<file path="src/rtl/tq_pkg.sv">
// package: shared constants and codes for the team queue
package tq_pkg;

    // default sizing
    localparam int CAPACITY_DEF = 1024;
    localparam int GROUPS_DEF   = 256;

    // fixed field widths
    localparam int OPC_W = 1;
    localparam int GID_W = 8;
    localparam int SN_W  = 11;
    localparam int LIM_W = 11;

    // apb port sizing
    localparam int APB_AW = 3;
    localparam int APB_DW = 32;

    // opcodes
    localparam logic [OPC_W-1:0] OP_ENQ = 1'b0;
    localparam logic [OPC_W-1:0] OP_DEQ = 1'b1;

    // register map, indexed by paddr[2]
    localparam logic [0:0] REG_ARRIVAL_LIMIT = 1'b0;

    // reset value of the arrival limit
    localparam logic [LIM_W-1:0] LIMIT_RST = 11'd1024;

endpackage

</file>
<file path="src/rtl/tq_if.sv">
// interfaces: request and response channels of the team queue

interface tq_in_if;
    logic                       valid;
    logic                       ready;
    logic [tq_pkg::OPC_W-1:0]   opcode;
    logic [tq_pkg::GID_W-1:0]   group_id;

    modport source (output valid, output opcode, output group_id, input ready);
    modport sink   (input valid, input opcode, input group_id, output ready);
endinterface

interface tq_out_if;
    logic                       valid;
    logic                       ready;
    logic [tq_pkg::SN_W-1:0]    served_number;
    logic                       queue_empty;

    modport source (output valid, output served_number, output queue_empty, input ready);
    modport sink   (input valid, input served_number, input queue_empty, output ready);
endinterface

</file>
<file path="src/rtl/tq_ctrl.sv">
// control: sequences the reads and write-backs of the slot and group tables
module tq_ctrl #(
    parameter int CAPACITY = tq_pkg::CAPACITY_DEF,
    parameter int GROUPS   = tq_pkg::GROUPS_DEF,
    localparam int SW      = $clog2(CAPACITY),
    localparam int LW      = SW + 1,
    localparam int GW      = $clog2(GROUPS),
    localparam int CNT_W   = $clog2(CAPACITY + 1)
) (
    input  logic                     i_clk,
    input  logic                     i_rst_n,
    tq_in_if.sink                    i_in,
    tq_out_if.source                 o_out,
    input  logic [tq_pkg::LIM_W-1:0] i_limit,
    // slot table: {group, link}
    output logic                     o_slot_we,
    output logic [SW-1:0]            o_slot_waddr,
    output logic [GW+LW-1:0]         o_slot_wdata,
    output logic                     o_slot_re,
    output logic [SW-1:0]            o_slot_raddr,
    input  logic [GW+LW-1:0]         i_slot_rdata,
    // group table: {valid, tail slot}
    output logic                     o_grp_we,
    output logic [GW-1:0]            o_grp_waddr,
    output logic [LW-1:0]            o_grp_wdata,
    output logic                     o_grp_re,
    output logic [GW-1:0]            o_grp_raddr,
    input  logic [LW-1:0]            i_grp_rdata
);

    localparam int         GID_N = 2 ** tq_pkg::GID_W;
    localparam logic [LW-1:0] NIL = LW'(CAPACITY);

    typedef enum logic [2:0] {
        S_CLEAR,
        S_IDLE,
        S_ENQ_GRP,
        S_ENQ_LINK,
        S_ENQ_FIN,
        S_DEQ_SLOT,
        S_DEQ_GRP,
        S_PUSH
    } t_state;

    t_state                    r_state, n_state;
    logic [GW-1:0]             r_clr_addr, n_clr_addr;
    logic [LW-1:0]             r_head, n_head;
    logic [LW-1:0]             r_tail, n_tail;
    logic [CNT_W-1:0]          r_count, n_count;
    logic [GW-1:0]             r_gid, n_gid;
    logic [SW-1:0]             r_after, n_after;
    logic [LW-1:0]             r_link, n_link;
    logic [tq_pkg::SN_W-1:0]   r_res_served, n_res_served;
    logic                      r_res_empty, n_res_empty;
    logic                      r_out_valid, n_out_valid;
    logic [tq_pkg::SN_W-1:0]   r_out_served, n_out_served;
    logic                      r_out_empty, n_out_empty;

    logic [GW-1:0]             w_gmod [GID_N];
    logic                      w_room;
    logic [SW-1:0]             w_slot;
    logic [GW-1:0]             w_rd_group;
    logic [LW-1:0]             w_rd_link;
    logic                      w_grp_valid;
    logic [SW-1:0]             w_grp_idx;

    // group id folded into the table range
    for (genvar gi = 0; gi < GID_N; gi++) begin : g_gmod
        assign w_gmod[gi] = GW'(gi % GROUPS);
    end

    assign w_room      = (r_count < CNT_W'(CAPACITY))
                         && ({{tq_pkg::LIM_W{1'b0}}, r_count}
                             < {{CNT_W{1'b0}}, i_limit});
    assign w_slot      = r_count[SW-1:0];
    assign w_rd_group  = i_slot_rdata[LW +: GW];
    assign w_rd_link   = i_slot_rdata[LW-1:0];
    assign w_grp_valid = i_grp_rdata[SW];
    assign w_grp_idx   = i_grp_rdata[SW-1:0];

    assign i_in.ready          = (r_state == S_IDLE);
    assign o_out.valid         = r_out_valid;
    assign o_out.served_number = r_out_served;
    assign o_out.queue_empty   = r_out_empty;

    // next state, memory accesses
    always_comb begin
        n_state      = r_state;
        n_clr_addr   = r_clr_addr;
        n_head       = r_head;
        n_tail       = r_tail;
        n_count      = r_count;
        n_gid        = r_gid;
        n_after      = r_after;
        n_link       = r_link;
        n_res_served = r_res_served;
        n_res_empty  = r_res_empty;
        n_out_valid  = r_out_valid;
        n_out_served = r_out_served;
        n_out_empty  = r_out_empty;

        o_slot_we    = 1'b0;
        o_slot_waddr = w_slot;
        o_slot_wdata = {r_gid, r_link};
        o_slot_re    = 1'b0;
        o_slot_raddr = r_head[SW-1:0];
        o_grp_we     = 1'b0;
        o_grp_waddr  = r_gid;
        o_grp_wdata  = {1'b1, w_slot};
        o_grp_re     = 1'b0;
        o_grp_raddr  = w_gmod[i_in.group_id];

        // result taken downstream
        if (r_out_valid && o_out.ready) begin
            n_out_valid = 1'b0;
        end

        case (r_state)
            // sweep the group table clear after reset
            S_CLEAR: begin
                o_grp_we    = 1'b1;
                o_grp_waddr = r_clr_addr;
                o_grp_wdata = '0;
                n_clr_addr  = GW'(r_clr_addr + GW'(1));
                if (r_clr_addr == GW'(GROUPS - 1)) begin
                    n_state = S_IDLE;
                end
            end
            // take a request and issue its first read
            S_IDLE: begin
                if (i_in.valid) begin
                    n_gid = w_gmod[i_in.group_id];
                    if (i_in.opcode == tq_pkg::OP_ENQ) begin
                        o_grp_re = 1'b1;
                        n_state  = S_ENQ_GRP;
                    end else begin
                        o_slot_re = 1'b1;
                        n_state   = S_DEQ_SLOT;
                    end
                end
            end
            // group tail known: drop without room, start an empty queue, else pick the insertion point
            S_ENQ_GRP: begin
                if (!w_room) begin
                    n_state = S_IDLE;
                end else if (r_head == NIL) begin
                    o_slot_we    = 1'b1;
                    o_slot_wdata = {r_gid, NIL};
                    o_grp_we     = 1'b1;
                    n_head       = LW'(w_slot);
                    n_tail       = LW'(w_slot);
                    n_count      = CNT_W'(r_count + CNT_W'(1));
                    n_state      = S_IDLE;
                end else begin
                    n_after      = w_grp_valid ? w_grp_idx : r_tail[SW-1:0];
                    o_slot_re    = 1'b1;
                    o_slot_raddr = w_grp_valid ? w_grp_idx : r_tail[SW-1:0];
                    n_state      = S_ENQ_LINK;
                end
            end
            // point the predecessor at the new slot
            S_ENQ_LINK: begin
                o_slot_we    = 1'b1;
                o_slot_waddr = r_after;
                o_slot_wdata = {w_rd_group, LW'(w_slot)};
                n_link       = w_rd_link;
                n_state      = S_ENQ_FIN;
            end
            // write the new slot and the group tail
            S_ENQ_FIN: begin
                o_slot_we = 1'b1;
                o_grp_we  = 1'b1;
                if (r_link == NIL) begin
                    n_tail = LW'(w_slot);
                end
                n_count = CNT_W'(r_count + CNT_W'(1));
                n_state = S_IDLE;
            end
            // head slot read back: report an empty queue, or fetch its group tail
            S_DEQ_SLOT: begin
                if (r_head == NIL) begin
                    n_res_served = '0;
                    n_res_empty  = 1'b1;
                    n_state      = S_PUSH;
                end else begin
                    n_gid       = w_rd_group;
                    n_link      = w_rd_link;
                    o_grp_re    = 1'b1;
                    o_grp_raddr = w_rd_group;
                    n_state     = S_DEQ_GRP;
                end
            end
            // retire the head, drop the group tail if it was the head
            S_DEQ_GRP: begin
                if (w_grp_valid && (w_grp_idx == r_head[SW-1:0])) begin
                    o_grp_we    = 1'b1;
                    o_grp_wdata = {1'b0, w_grp_idx};
                end
                n_res_served = tq_pkg::SN_W'(LW'(r_head + LW'(1)));
                n_res_empty  = 1'b0;
                n_head       = r_link;
                if (r_link == NIL) begin
                    n_head = NIL;
                    n_tail = NIL;
                end
                n_state = S_PUSH;
            end
            // hand the result to the output register
            S_PUSH: begin
                if (!r_out_valid || o_out.ready) begin
                    n_out_valid  = 1'b1;
                    n_out_served = r_res_served;
                    n_out_empty  = r_res_empty;
                    n_state      = S_IDLE;
                end
            end
            default: begin
                n_state = S_IDLE;
            end
        endcase
    end

    // state and registered outputs
    always_ff @(posedge i_clk) begin
        if (!i_rst_n) begin
            r_state     <= S_CLEAR;
            r_clr_addr  <= '0;
            r_head      <= NIL;
            r_tail      <= NIL;
            r_count     <= '0;
            r_out_valid <= 1'b0;
        end else begin
            r_state     <= n_state;
            r_clr_addr  <= n_clr_addr;
            r_head      <= n_head;
            r_tail      <= n_tail;
            r_count     <= n_count;
            r_out_valid <= n_out_valid;
        end
        r_gid        <= n_gid;
        r_after      <= n_after;
        r_link       <= n_link;
        r_res_served <= n_res_served;
        r_res_empty  <= n_res_empty;
        r_out_served <= n_out_served;
        r_out_empty  <= n_out_empty;
    end

endmodule

</file>
<file path="src/flat_wrapper.sv">
// flat-port wrapper written by rule: the top's interface ports become plain ports
module tq_ctrl_flat 
#(
    parameter int CAPACITY = tq_pkg::CAPACITY_DEF,
    parameter int GROUPS   = tq_pkg::GROUPS_DEF,
    localparam int SW      = $clog2(CAPACITY),
    localparam int LW      = SW + 1,
    localparam int GW      = $clog2(GROUPS),
    localparam int CNT_W   = $clog2(CAPACITY + 1)
)
  (i_clk, i_rst_n, i_limit, o_slot_we, o_slot_waddr, o_slot_wdata, o_slot_re, o_slot_raddr, i_slot_rdata, o_grp_we, o_grp_waddr, o_grp_wdata, o_grp_re, o_grp_raddr, i_grp_rdata, i_in_valid, i_in_opcode, i_in_group_id, i_in_ready, o_out_valid, o_out_served_number, o_out_queue_empty, o_out_ready);
  tq_in_if i_in_i ();
  tq_out_if o_out_i ();
  input  logic i_clk;
  input  logic i_rst_n;
  input  logic [tq_pkg::LIM_W-1:0] i_limit;
  output logic o_slot_we;
  output logic [SW-1:0] o_slot_waddr;
  output logic [GW+LW-1:0] o_slot_wdata;
  output logic o_slot_re;
  output logic [SW-1:0] o_slot_raddr;
  input  logic [GW+LW-1:0] i_slot_rdata;
  output logic o_grp_we;
  output logic [GW-1:0] o_grp_waddr;
  output logic [LW-1:0] o_grp_wdata;
  output logic o_grp_re;
  output logic [GW-1:0] o_grp_raddr;
  input  logic [LW-1:0] i_grp_rdata;
  input wire logic [$bits(i_in_i.valid)-1:0] i_in_valid;
  input wire logic [$bits(i_in_i.opcode)-1:0] i_in_opcode;
  input wire logic [$bits(i_in_i.group_id)-1:0] i_in_group_id;
  output wire logic [$bits(i_in_i.ready)-1:0] i_in_ready;
  output wire logic [$bits(o_out_i.valid)-1:0] o_out_valid;
  output wire logic [$bits(o_out_i.served_number)-1:0] o_out_served_number;
  output wire logic [$bits(o_out_i.queue_empty)-1:0] o_out_queue_empty;
  input wire logic [$bits(o_out_i.ready)-1:0] o_out_ready;
  assign i_in_i.valid = i_in_valid;
  assign i_in_i.opcode = i_in_opcode;
  assign i_in_i.group_id = i_in_group_id;
  assign i_in_ready = i_in_i.ready;
  assign o_out_valid = o_out_i.valid;
  assign o_out_served_number = o_out_i.served_number;
  assign o_out_queue_empty = o_out_i.queue_empty;
  assign o_out_i.ready = o_out_ready;
  tq_ctrl #(.CAPACITY(CAPACITY), .GROUPS(GROUPS)) u_core (.i_clk(i_clk), .i_rst_n(i_rst_n), .i_in(i_in_i), .o_out(o_out_i), .i_limit(i_limit), .o_slot_we(o_slot_we), .o_slot_waddr(o_slot_waddr), .o_slot_wdata(o_slot_wdata), .o_slot_re(o_slot_re), .o_slot_raddr(o_slot_raddr), .i_slot_rdata(i_slot_rdata), .o_grp_we(o_grp_we), .o_grp_waddr(o_grp_waddr), .o_grp_wdata(o_grp_wdata), .o_grp_re(o_grp_re), .o_grp_raddr(o_grp_raddr), .i_grp_rdata(i_grp_rdata));
endmodule
</file>
<file path="config.mk">
export PLATFORM = sky130hd
export DESIGN_NAME = tq_ctrl_flat
export DESIGN_NICKNAME = d
export VERILOG_FILES = /design/src/rtl/tq_pkg.sv /design/src/rtl/tq_if.sv /design/src/rtl/tq_ctrl.sv /design/src/flat_wrapper.sv
export SDC_FILE = /design/constraint.sdc
export NUM_CORES = 1
export LEC_CHECK = 0
export BUFFER_PORTS_ARGS = -buffer_cell sky130_fd_sc_hd__buf_2
export CAP_MARGIN = 5
export CORE_ASPECT_RATIO = 1.25
export CORE_UTILIZATION = 45
export CTS_BUF_LIST = sky130_fd_sc_hd__clkbuf_4
export DETAILED_ROUTE_END_ITERATION = 8
export PLACE_DENSITY = 0.67
export SLEW_MARGIN = 20
export SYNTH_ARGS = -nofsm -noshare
export SYNTH_HDL_FRONTEND = slang
export SYNTH_SLANG_ARGS = --single-unit
</file>
<file path="constraint.sdc">
create_clock -name i_clk -period 3 [get_ports i_clk]
set_input_delay 0.45 -clock i_clk [delete_from_list [all_inputs] [get_ports i_clk]]
set_output_delay 0.45 -clock i_clk [all_outputs]
set_load 0.02 [all_outputs]
</file>
=== Yosys cells after proc, flatten, opt, wreduce, memory -nomap -nowiden ===
Memories as Yosys holds them, arrays and structs flattened.
Index checks and enable logic that the tools add are counted.

* Bits in read-only memories: 2048
* Memories: 1
* Word-level logic and storage cells: 123
* Register bits after elaboration: 97

{| class="wikitable"
|+ Memories
! memory !! words !! bits a word !! read ports !! clocked after Yosys merged registers in !! write ports !! RTL line !! RTL
|-
| (no name shown) || 256 || 8 || 1 || 0 || 0 || tq_ctrl.sv:132 || <nowiki>n_gid = w_gmod[i_in.group_id];</nowiki>
|}

* Order comparisons: 3
* Bitwise logic cells: 2
* Reduce and logical (&&, ||, !) cells: 23
* Equality and inequality tests: 20
* Multiplexer cells: 58
* Add/sub/neg operators: 3

{| class="wikitable"
|+ Operators with widths
! operator !! number
|-
| two-way mux 11 bit || 10
|-
| one-hot mux 11 bit (2 select lines) || 5
|-
| two-way mux 10 bit || 7
|-
| two-way mux 8 bit || 7
|-
| one-hot mux 19 bit (2 select lines) || 1
|-
| one-hot mux 10 bit (3 select lines) || 1
|-
| one-hot mux 3 bit (8 select lines) || 1
|-
| adder 11 x 1 -> 11 bit (second input constant) || 2
|-
| equality test 11 bit (second input constant) || 2
|-
| one-hot mux 8 bit (2 select lines) || 1
|-
| two-way mux 3 bit || 5
|-
| AND reduction 3 bit || 5
|-
| two-way mux 1 bit || 14
|-
| inequality test 2 x 1 -> 1 bit (second input constant) || 7
|-
| equality test 3 bit (second input constant) || 4
|-
| < comparator 11 bit || 1
|-
| < comparator 11 bit (second input constant) || 1
|-
| equality test 10 bit || 1
|-
| nonzero test 2 bit || 5
|-
| greater-or-equal comparator 9 bit (second input constant) || 1
|-
| inverter 8 -> 9 bit || 1
|-
| adder 8 x 1 -> 8 bit (second input constant) || 1
|-
| equality test 8 bit (second input constant) || 1
|-
| one-hot mux 1 bit (2 select lines) || 4
|-
| 14 further kinds || 21
|}

=== Longest topological paths before layout ===
Gate-level depths: netlist of the first run.

* Depth after elaboration: 6
* Depth in mapped cells: 9
* Depth with buffers taken out: 8

=== Worst setup path before layout of the first run ===
OpenSTA, ideal clock, no wires.

* Path kind: input -> output
* From: in i_limit[8] (netlist name)
* To: out o_slot_raddr[1]
* Setup slack: 0.115 ns
* Stages: 9
* Required time: 2.550 ns
* Buffers on the path: 1
* Arrival time: 2.435 ns
* Path through: inv_1 ha_1 a211oi_1 nor2_1 a211oi_1 nand2_1 or3_1 clkbuf_1 mux2_2

* Word-level cells in the longest chain between the ends: 4

{| class="wikitable"
|+ RTL lines
! element !! RTL line !! RTL
|-
| start, declared || flat_wrapper.sv:16 || <nowiki>input logic [tq_pkg::LIM_W-1:0] i_limit;</nowiki>
|-
| < comparator 11 bit || tq_ctrl.sv:74 || <nowiki>< {{CNT_W{1'b0}}, i_limit});</nowiki>
|-
| logical AND 1 bit || tq_ctrl.sv:73 || <nowiki>&& ({{tq_pkg::LIM_W{1'b0}}, r_count}</nowiki>
|-
| two-way mux 10 bit || tq_ctrl.sv:144 || <nowiki>if (!w_room) begin</nowiki>
|-
| two-way mux 10 bit || tq_ctrl.sv:118 || <nowiki>case (r_state)</nowiki>
|-
| end, declared || flat_wrapper.sv:21 || <nowiki>output logic [SW-1:0] o_slot_raddr;</nowiki>
|}

No other way between the ends.

=== Worst setup path after layout of the first run ===
* From: reg u_core.r_count[2]
* To: out o_slot_wdata[6]

* Word-level cells in the longest chain between the ends: 4
* Elaborated cells between the ends (all ways): 5
* Those cells by class: 2 x order compare; 2 x mux; 1 x reduce/logical

{| class="wikitable"
|+ RTL lines
! element !! RTL line !! RTL
|-
| start, declared || tq_ctrl.sv:49 || <nowiki>logic [CNT_W-1:0] r_count, n_count;</nowiki>
|-
| start signal, assigned || tq_ctrl.sv:237 || <nowiki>r_count <= n_count;</nowiki>
|-
| < comparator 11 bit, on equally long branches || tq_ctrl.sv:72, tq_ctrl.sv:74 ||
|-
| logical AND 1 bit * || tq_ctrl.sv:73 ||
|-
| two-way mux 11 bit * || tq_ctrl.sv:144 ||
|-
| one-hot mux 19 bit (2 select lines) * || tq_ctrl.sv:118 ||
|-
| end, declared || flat_wrapper.sv:19 || <nowiki>output logic [GW+LW-1:0] o_slot_wdata;</nowiki>
|}

Every way passes the cells marked *; elsewhere a longest branch is shown, timed or not.

==> results.txt, run 1 <==
The data required time at the worst endpoint is 2550 ps. The post-place setup slack is -88.51 ps. The number of global-route vias before repair came out at between 5000 and 6000. The checks that failed: negative setup slack.

In the synthesized netlist, the number of instances is a little over 600. The number of clock sinks is just under 100. The number of synthesized flops with an enable pin came out at between 50 and 60. The number of standard-cell rows in the floorplan is between 40 and 50. The final setup violation count is 18. The most common library cell in the layout ignoring fill and taps is nand2_1. The standard cell area after detailed placement is approximately 6600 um^2. The cell area power density is slightly above 300 nW/um^2. The end point of the worst hold path is u_core.r_link[8]. The floorplan step defined a die boundary enclosing roughly 13000 um^2.

In the post-route analysis, the smallest setup slack over all paths is -87.79 ps. The violation count after the first detailed-routing iteration came out at approximately 320. A synthesized cell averages just over 9 um^2.

The detailed-route wire length per cell came out at 16.73 um. The path class of the tightest hold or removal check is primary input to flop. The mapped netlist covers 5600 um^2. The worst min-delay path startpoint is i_slot_rdata[8].

The sequential share of the synthesized area is 0.4415. The number of slew-limit violations in the final report came out at 0. Entering global routing, the biggest net connects 29 pins. The nature of the critical path startpoint is a flop. The filler cell count came out at about 1100.

The critical register-to-register path endpoint is u_core.r_count[3]. CTS placed an instance of clkbuf_4 at the clock tree root. The remaining global-route overflow is 0. The core area came out at 12160 um^2. Among all flip-flop cells after synthesis, the most frequent one is edfxtp_1. Counting tap cells, the placed design contains a total of between 900 and 1000 instances. The initial antenna violation count is 0. The routed design could run at a clock period as short as 3088 ps. The final hold violation count is 0. The first-pass GRT wire length is around 25 mm. The run finished, with violations left. The final standard cell count with taps included and fillers excluded came out at 940. The H-tree was split into 3 levels. For this run, the number of Yosys warnings is 0. The die is a little over 100 um wide. After routing the design area is between 7000 and 8000 um^2. In this design, the stage delay of the slowest critical-path cell is ~400 ps. The routed layout has approximately 5200 vias.

The number of clock buffers inserted by TritonCTS came out at 9. The total routing resource utilization after global routing is 0.2472. The clock tree from TritonCTS is done. At the end of routability-driven placement, the weighted congestion stood at 0.9190.

The overall die height came out at 126.7 um. The remaining routing DRC violations is 0. The synthesized design contains 97 register bits. The starting utilization of the core area is 0.4605. The post-route core utilization came out at 0.5829. The highest-delay cell along the critical path is a211o_4.

The total wirelength of the detailed-routed design came out at roughly 16 mm. In this run the static leakage power is about 2.9 nW. Setup repair after global routing could not meet its margin everywhere.

The count of nets left with antenna violations once routing finished came out at 0. The clock arrives with between 15 and 20 ps of skew. The fmax came out at 323.9 MHz. Of the cells placed in the final design, the portion with a size suffix greater than 1 is 0.3763. In the layout the commonest cells are nand2_1 (137), buf_2 (124), buf_4 (55). By startpoint and endpoint, the worst setup path is classified as flop to output port. The worst-case IR drop observed on VDD is approximately 190 uV. The antenna cell count is 0. Counting both buffers and inverters, the worst setup path holds a total of 3. Compared with the post-synthesis result, the final layout area differs by 26.59%. After synthesis, the netlist uses 52 different library cells. The actual slew at the worst max-slew pin is slightly below 700 ps. The most frequent cell on the critical path is buf_4.

On the critical path the largest part of the delay comes from compound AO/OA/AOI/OAI gates. Traced cell by cell, the critical path runs through ha_4, a21oi_2, o21ai_2, a211oi_2, buf_4, buf_4, nand3_2, a211o_4, a22o_1, buf_2. Port buffering added ~140 buffers. The final hold slack came out at about 140 ps. The critical-path maximum fanout is 5. The first-pass iteration count of the detailed router is 5. The number of cells traversed by the worst hold path is 1. The CTS clock-pin slew for the worst setup and hold paths is 140 ps. The post-synthesis net count came out at a little under 700. The post-detailed-route via-to-cell ratio is around 5.5. The summed negative setup slack over all endpoints is -869.5 ps. The worst path arrival time came out at around 2600 ps. At the later pin of the worst-skew pair, clock insertion delay measures ~480 ps. STA classifies the critical path endpoint as an output port. In the finished design, the share of the clock period the worst path needs comes to 1.029. The HPWL after detailed placement is 11.54 mm.

The total power of the final layout came out at 2.196 mW. The worst register-to-register path begins at u_core.r_count[8]. The async set or reset register ratio after synthesis is 0. The count of maximum capacitance violations is 0. The number of cells on the worst reg-to-reg path came out at 10. The number of ports placed on the die boundary is between 100 and 150.

Headroom to the max-slew limit came out at 0.5391. The number of nets at the end of the flow is 839. No sink is reached through more buffers than the 2 on the longest clock path. For flop-to-flop paths, the worst setup slack is between 400 and 500 ps.
repair_timing:
| item | 4_1_cts | 5_1_grt |
|---|---|---|
| pin swaps | 9 | 10 |
| cloned | 1 | 1 |
| buffers inserted | 6 | 2 |
| endpoints found under the hold margin | 0 | 0 |
| hold buffers | 0 | 0 |
| resized for setup | 50 | 17 |
| setup endpoints to repair | 41 | 33 |
area by class of cell:
| cell class | instances | area (um^2) | share of cell area |
|---|---|---|---|
| Tap cell | 164 | 205.2 | 0.02894 |
| Clock inverter | 6 | 45.04 | 0.006354 |
| Sequential cell | 97 | 2481 | 0.3500 |
| Multi-Input combinational cell | 452 | 3033 | 0.4278 |
| Inverter | 20 | 77.57 | 0.01094 |
| Clock buffer | 10 | 75.07 | 0.01059 |
| Timing Repair Buffer | 191 | 1172 | 0.1654 |
flip-flops by register name, summed over array words and instances (netlist names):
| name | cells |
|---|---|
| u_core.o_out.served_number | 11 |
| u_core.r_tail | 10 |
| u_core.r_res_empty | 1 |
| u_core.r_state | 3 |
| u_core.r_after | 10 |
| u_core.o_out.queue_empty | 1 |
| u_core.r_count | 11 |
| u_core.r_head | 11 |
| u_core.r_link | 11 |
| u_core.r_clr_addr | 8 |
| u_core.o_out.valid | 1 |
| u_core.r_res_served | 11 |
| u_core.r_gid | 8 |
cells by family (layout without fill, tap and decap cells):
| family | count (synthesis) | count (layout) | synth area share |
|---|---|---|---|
| simple gates | 268 | 268 | 0.2241 |
| buf+inv | 67 | 227 | 0.04915 |
| flops | 97 | 97 | 0.4415 |
| compound gates | 81 | 82 | 0.09428 |
| xor+xnor | 26 | 26 | 0.04066 |
| fa+ha+maj | 14 | 14 | 0.03128 |
| mux | 62 | 62 | 0.1191 |
cell usage after synthesis, drive strengths merged, types with 7 or more instances:
| master | instances | area [um^2] |
|---|---|---|
| nand2 | 138 | 518.0 |
| edfxtp | 53 | 1592 |
| dfxtp | 44 | 880.8 |
| mux2 | 37 | 416.7 |
| nand3 | 35 | 175.2 |
| clkbuf | 32 | 121.4 |
| a21oi | 30 | 153.9 |
| nor2 | 29 | 111.4 |
| mux2i | 25 | 250.2 |
| o21ai | 24 | 120.1 |
| inv | 19 | 71.32 |
| or3 | 17 | 106.4 |
| xor2 | 16 | 140.1 |
| buf | 15 | 78.82 |
| ha | 14 | 175.2 |
| nand4 | 13 | 96.34 |
| a22o | 10 | 87.58 |
| xnor2 | 10 | 87.58 |
| nor3 | 9 | 45.04 |
| nand2b | 7 | 43.79 |
metal layers:
layer | global-route usage | part of all wire | wire (um) | vias to the layer above
met3 | 0.04463 | 0.071 | 1114 | 38
li1 | - | - | - | 2463
met5 | 0 | 0 | 0 | -
met4 | 0.1134 | 0.030 | 476 | 0
met2 | 0.4285 | 0.50 | 7794 | 253
met1 | 0.2930 | 0.40 | 6345 | 2435
how the worst max path moves through the flow:
stage | from | endpoint | slack (ps) | cells after the start
after floorplan | i_limit[8] | o_slot_raddr[1] | 120 | 9
final | u_core.r_count[2] | o_slot_wdata[6] | -90 | 10
after global routing | u_core.r_count[2] | o_slot_raddr[5] | -150 | 10
after CTS | u_core.r_count[8] | o_slot_raddr[5] | -160 | 10
after global placement | i_limit[8] | o_slot_wdata[6] | -100 | 12
after detailed placement | i_limit[8] | o_slot_wdata[6] | -90 | 12
report_power, final:
group	switching [mW]	internal (mW)	leakage [nW]
sequential	0.00546	1.40	0.776
combinational	0.0793	0.0673	2.08
clock	0.466	0.182	0.0590
total	0.551	1.64	2.91
Note: power is estimated with default switching activity, not from simulation.
==> run 2, diff against run 1 <==
- ABC_AREA: not set -> 1
==> results.txt, run 2 <==
The layout cell share with drive strength beyond 1 is 0.2271 (-0.1492). The tree is rooted in a clkbuf_4. The area of the mapped netlist was 5634 um^2 (+0.60%). The first-pass iteration count of the detailed router is 5 (unchanged). Setup repair after global routing left no endpoint under its margin. The run finished with clean final reports.

The async set or reset register ratio after synthesis is 0 (unchanged). The number of synthesized flops with an enable pin is 53 (unchanged). The static leakage came to 3.440 nW (+18%). The H-tree level count came to 3 (unchanged). STA classifies the critical path startpoint as a flop. The number of buffers between clock root and the deepest sink is 2 (unchanged). The number of clock buffers inserted by TritonCTS is 9 (unchanged). The mean instance size in the synthesized netlist came to 7.223 um^2 (-21%). The total of warnings raised by yosys is 0 (unchanged). The most used standard cell by instance count after synthesis is nand2_1. The detailed-route wire length per cell came out at 15.42 um (-7.9%). The area share of the leading cell type in the synthesized netlist is 0.2825 (-0.001704). Yosys attributes the largest share of cell area to edfxtp_1 (28%), dfxtp_1 (16%), nand2_1 (15%). The number of slew-limit violations in the final report is 0 (unchanged). The fmax is 347.0 MHz (+7.1%). The critical-path maximum fanout is 14 (+9). The post-place setup slack came out at 343.1 ps (+431.6 ps). The first-pass GRT wire length came to 26.46 mm (+7.9%).

STA classifies the critical path endpoint as an output port. The final worst-path cycle share is 0.9606 (-0.06865). The worst relative slew slack is 0.6250 (+0.08583). In this run the worst hold path is classified as primary input to flop. The overall die area is 12970 um^2 (+0.59%).

The number of clock sinks came to 97 (unchanged). The total power of the final layout is 2.440 mW (+11%). The final hold slack is 128.8 ps (-13.14 ps). The core area is 12160 um^2 (unchanged). The cell taking the most area after synthesis is edfxtp_1. The remaining global-route overflow was 0 (unchanged). The number of buffers added to fix hold violations after cts came out at 0 (unchanged). The number of global-route vias before repair is 5227 (+4.2%).

The final critical delay including setup and external delays was 2882 ps (-206.0 ps). The total area of sequential cells is 2474 um^2 (-0.30%). The data required time at the worst endpoint is 2550 ps (about the same).

The signed area change from the synthesized netlist to the final layout is 21.05%. The cell area power density is 357.8 nW/um^2 (+16%). The flip-flop and latch count after synthesis came to 97 (unchanged).

The number of vias after detailed routing came out at 5607 (+8.1%). The actual slew at the worst max-slew pin is 561.9 ps (-129.4 ps). The initial antenna violation count is 1 (+1).

The overall die height came to 127.1 um (+0.30%). The number of nets at the end of the flow came out at 992 (+18%). The CTS clock-pin slew for the worst setup and hold paths came out at 160 ps (+20 ps). Leaving out fill and tap cells, the most frequent cell in the layout is nand2_1.

The setup slack of the critical path after layout came out at 118.2 ps (+206.0 ps). The post-synthesis net count came out at 848 (+24%). The count of maximum capacitance violations came out at 0 (unchanged). TritonCTS built the clock tree. The final hold violation count came to 0 (unchanged). The maximum number of pins on one net before global-route repair is 30 (+3.4%). The number of standard-cell rows in the floorplan came out at 45 (unchanged). The summed negative setup slack over all endpoints is 0 ps (+869.5 ps). The total wirelength of the detailed-routed design came out at 16.87 mm (+7.2%). The number of ports placed on the die boundary is 138 (unchanged). The count of antenna-violating nets left after detailed routing came out at 0 (unchanged). The number of distinct library cell variants in the gate-level netlist after synthesis was 38 (-27%).

The violation count after the first detailed-routing iteration came out at 422 (+33%). The largest clock skew in the final design is 16.11 ps (-1.362 ps). The sequential share of the synthesized area came out at 0.4388 (-0.002647).

The worst setup path is of the flop to output port kind. The worst path arrival time came out at 2430 ps (-210 ps). The clock latency on the worst-skew pair came out at 490 ps (about the same). The filler cell count came out at 1234 (+11%). The multi-input gate area in the final layout is 2644 um^2 (-13%). The sum of net half-perimeters after detailed placement was 12.31 mm (+6.8%). The total routing resource utilization after global routing came to 0.2683 (+0.02110). The largest voltage drop on the vdd net came out at 181.5 uV (-4.1%). The post-route core utilization came out at 0.5608 (-0.02212).

The final setup violation count was 0 (-18). The top cell types in the final layout, fill and taps aside, are nand2_1 (226), buf_2 (137), inv_1 (100). The remaining routing DRC violations is 0 (unchanged). The cell count after synthesis is 780 (+27%). After synthesis, the most frequently instantiated cells are nand2_1 (227), inv_1 (100), o21ai_0 (85), nor2_1 (82), edfxtp_1 (53). The horizontal die dimension is 102.1 um (+0.29%). The most used flip-flop cell after synthesis is edfxtp_1.

The quantity of I/O buffers inserted on ports came out at 137 (unchanged). The post-detailed-route via-to-cell ratio came out at 5.125 (-7.2%). The starting utilization of the core area is 0.4633 (+0.002778). The global placement routability congestion was 0.9359 (+1.8%).
## run 2: cell count changes after synthesis, sizes merged, moves of 17 or more
cell,before,now
inv,19,109
mux2,37,0
mux2i,25,0
nand2,138,235
nor2,29,85
o21ai,24,94
or3,17,0
## run 2: metrics by stage
step,area (um^2),instances
final,6820,1094
after global routing,6820,1094
after CTS,6730,1086
after detailed placement,6533,1070
after global placement,6533,1070
after floorplan,5634,780
## run 2: routing by layer
metal,up-vias,share of wire,GRT usage
li1,2805,-,-
met5,-,0,0
met1,2485,0.42,0.3424
met2,266,0.45,0.4268
met4,0,0.050,0.1538
met3,51,0.079,0.04376
## run 2: worst max-delay path, stage by stage (launching register included)
cell and delay, ps:
dfxtp_2 380, inv_1 130, ha_1 210, nand3_1 80, nor2_1 130, nand2_2 160
nand2_8 160, inv_2 50, nand2_4 140, clkinv_8 110, o21ai_1 190, buf_2 200
## run 2: cell families (layout without fill, tap and decap cells)
group                    after synthesis  in the layout  synth area share
AND/OR/NAND/NOR                      390            390            0.2965
adder cells (fa/ha/maj)               14             14           0.03109
XOR/XNOR                              12             12           0.01866
other                                  0              1                 0
flip-flops                            97             97            0.4388
AO/OA/AOI/OAI                        127            127            0.1155
buffers and inverters                140            289           0.09949
## run 2: final cells by class
cell class,instances,area share
multi-input combinational,543,0.3876
sequential,97,0.3627
timing repair buffer,163,0.1292
inverter,109,0.06182
tap,164,0.03009
clock inverter,7,0.01706
clock buffer,9,0.009906
timing repair inverter,1,0.001284
antenna,1,0.0003669
## run 2: where the power goes
group / internal (mW) / switching, mW / total, mW / leakage (nW)
sequential: 1.40 / 0.00353 / 1.40 / 0.866
clock: 0.424 / 0.482 / 0.906 / 0.0984
combinational: 0.0545 / 0.0806 / 0.135 / 2.48
## run 2: final timing paths
path	slack [ps]	cells after the start	startpoint	endpoint
worst max-delay path	120	11	u_core.r_head[0]	o_slot_raddr[4]
worst min-delay path	130	1	i_slot_rdata[4]	u_core.r_link[4]
worst max register to register	660	10	u_core.r_count[10]	u_core.r_head[3]
worst min register to register	440	0	u_core.r_res_served[1]	u_core.o_out.served_number[1]
## run 2: timing repair
item	CTS	global route
resized for setup	3	6
pin swaps	0	2
setup buffers	0	6
endpoints found under the hold margin	0	0
endpoints found under the setup margin	11	28
gates cloned	0	1
==> run 3, diff against run 2 <==
- CTS_BUF_LIST: sky130_fd_sc_hd__clkbuf_4 -> sky130_fd_sc_hd__clkbuf_4 sky130_fd_sc_hd__clkbuf_8
==> results.txt, run 3 (synthesis results as in run 2) <==
The count of antenna-violating nets left after detailed routing is 0 (unchanged). The signed area change from the synthesized netlist to the final layout came out at 21.07% (about the same). The total wirelength of the detailed-routed design is 16.48 mm (-2.3%).

The antenna cell count came out at 0 (-1). The CTS clock-pin slew for the worst setup and hold paths is 100 ps (-60 ps). The critical-path maximum fanout is 28 (+14). The setup slack on the worst flop-to-flop path came out at 620 ps (-40 ps). The H-tree level count is 3 (unchanged). The startpoint identified for the worst register-to-register timing path is u_core.r_count[10]. The actual slew at the worst max-slew pin came out at 559.2 ps (-2.726 ps). The violation count after the first detailed-routing iteration is 407 (-3.6%). The fmax was 346.2 MHz (-0.24%). The largest voltage drop on the vdd net is 210.3 uV (+16%). The number of vias after detailed routing came out at 5609 (+0.036%). The layout cell share with drive strength beyond 1 is 0.2214 (-0.005744). The horizontal die dimension is 102.1 um (unchanged).

The overall die height came to 127.1 um (unchanged). The worst setup path is of the flop to output port kind. The sum of net half-perimeters after detailed placement came out at 12.31 mm (unchanged). The worst setup path is launched from a flop. The top cell types in the final layout, fill and taps aside, are nand2_1 (227), buf_2 (137), inv_1 (100). The data required time at the worst endpoint came out at 2550 ps (about the same). The clock latency on the worst-skew pair was 390 ps (-100 ps). Setup repair after global routing left no endpoint under its margin. The number of cells traversed by the worst hold path came out at 1 (unchanged). The tightest min-delay check is of the primary input to flop type.

The flow ran to the end, and the final reports show no timing, DRC or antenna violations. The clock tree from TritonCTS is done. The final standard cell count with taps included and fillers excluded was 1090 (-0.37%). The clock tree root buffer cell is clkbuf_8. The worst path arrival time came out at 2440 ps (about the same).

The starting utilization of the core area is 0.4633 (unchanged). The final setup violation count is 0 (unchanged). The detailed-route wire length per cell is 15.12 um (-1.9%).

The largest clock skew in the final design came out at 10.63 ps (-5.479 ps). The summed negative setup slack over all endpoints is 0 ps (unchanged). The final hold violation count came to 0 (unchanged). The quantity of I/O buffers inserted on ports is 137 (unchanged). The number of placed instances, taps included came out at 1070 (unchanged). The end point of the worst hold path is u_core.r_link[6].

The critical register-to-register path endpoint is u_core.r_head[3]. The cell area power density is 379.6 nW/um^2 (+6.1%). The number of ports placed on the die boundary came to 138 (unchanged). The first-pass GRT wire length came out at 26.33 mm (-0.50%).

The worst relative slew slack was 0.6268 (+0.001819). The worst setup path is captured at an output port. The initial antenna violation count is 0 (-1). The number of slew-limit violations in the final report was 0 (unchanged). The count of maximum capacitance violations is 0 (unchanged).

The number of clock buffers inserted by TritonCTS is 9 (unchanged). The post-route core utilization came to 0.5609 (about the same). The number of buffers added to fix hold violations after cts came out at 0 (unchanged). The number of global-route vias before repair came out at 5239 (+0.23%). The core area is 12160 um^2 (unchanged). Leaving out fill and tap cells, the most frequent cell in the layout is nand2_1. The number of buffers between clock root and the deepest sink is 2 (unchanged). The number of cells on the worst reg-to-reg path was 12 (+2). The static leakage came to 3.446 nW (+0.17%).

The final worst-path cycle share is 0.9629 (+0.002279). The startpoint identified for the worst hold timing path is i_slot_rdata[6]. The final critical delay including setup and external delays came out at 2889 ps (+6.837 ps). The first-pass iteration count of the detailed router is 6 (+1).

The overall die area is 12970 um^2 (unchanged). The number of clock sinks came to 97 (unchanged). The global placement routability congestion came to 0.9359 (unchanged). The maximum number of pins on one net before global-route repair is 30 (unchanged). The remaining global-route overflow is 0 (unchanged).

The number of nets at the end of the flow came out at 989 (-0.30%). The total routing resource utilization after global routing is 0.2670 (-0.001386). The post-detailed-route via-to-cell ratio is 5.146 (+0.40%). The number of standard-cell rows in the floorplan was 45 (unchanged). The remaining routing DRC violations is 0 (unchanged).
[run 3: worst max path at each step]
stage / from / to / slack (ps)
after floorplan: i_limit[10] / o_slot_wdata[2] / 540
after global placement: i_limit[10] / o_slot_raddr[4] / 340
after detailed placement: i_limit[10] / o_slot_raddr[4] / 340
after CTS: u_core.r_head[0] / o_slot_raddr[4] / 10
after global routing: u_core.r_count[10] / o_slot_raddr[0] / 9
final: u_core.r_head[0] / o_slot_raddr[4] / 110
[run 3: metal layers]
metal  up-vias  global-route usage  routed length [um]
li1       2800                   -                   -
met1      2465              0.3403                6915
met2       291              0.4252                7294
met3        53             0.04212                1454
met4         0              0.1546                 812
met5         -                   0                   0
[run 3: final cells by class]
class,count,area (um^2)
multi-input combinational,543,2616
fill,1241,5340
clock inverter,7,116.4
clock buffer,9,123.9
timing repair buffer,161,865.8
sequential,97,2472
inverter,109,421.7
tap,164,205.2
[run 3: critical path, cell delays in order, from the launching register on]
cell	delay [ps]
dfxtp_1	370
inv_1	150
ha_1	210
nand3_1	80
nor2_1	130
nand2_2	160
nand2_8	140
inv_2	40
nand2_2	160
clkinv_8	160
o21ai_1	230
buf_2	200
[run 3: report_power, final]
group	switching (mW)	internal, mW	leakage (nW)
registers	0.00349	1.39	0.866
clock network	0.502	0.556	0.122
logic	0.0800	0.0539	2.46
total	0.585	2.00	3.45
[run 3: what timing repair did]
| item | in CTS | in global routing |
|---|---|---|
| setup buffers | 0 | 4 |
| gates resized for setup | 0 | 4 |
| hold endpoints to repair | 0 | 0 |
| setup endpoints to repair | 0 | 11 |
[run 3: through the flow]
step	cell area, um^2	total power [mW]	worst slack (ps)	hold slack, ps
6_report	6822	2.589	111.3	234.0
2_1_floorplan	5634	1.496	541.0	400.3
3_5_place_dp	6533	1.563	343.1	404.5
4_1_cts	6773	2.590	14.70	224.2
3_3_place_gp	6533	1.562	337.4	401.4
5_1_grt	6822	2.648	8.673	228.1
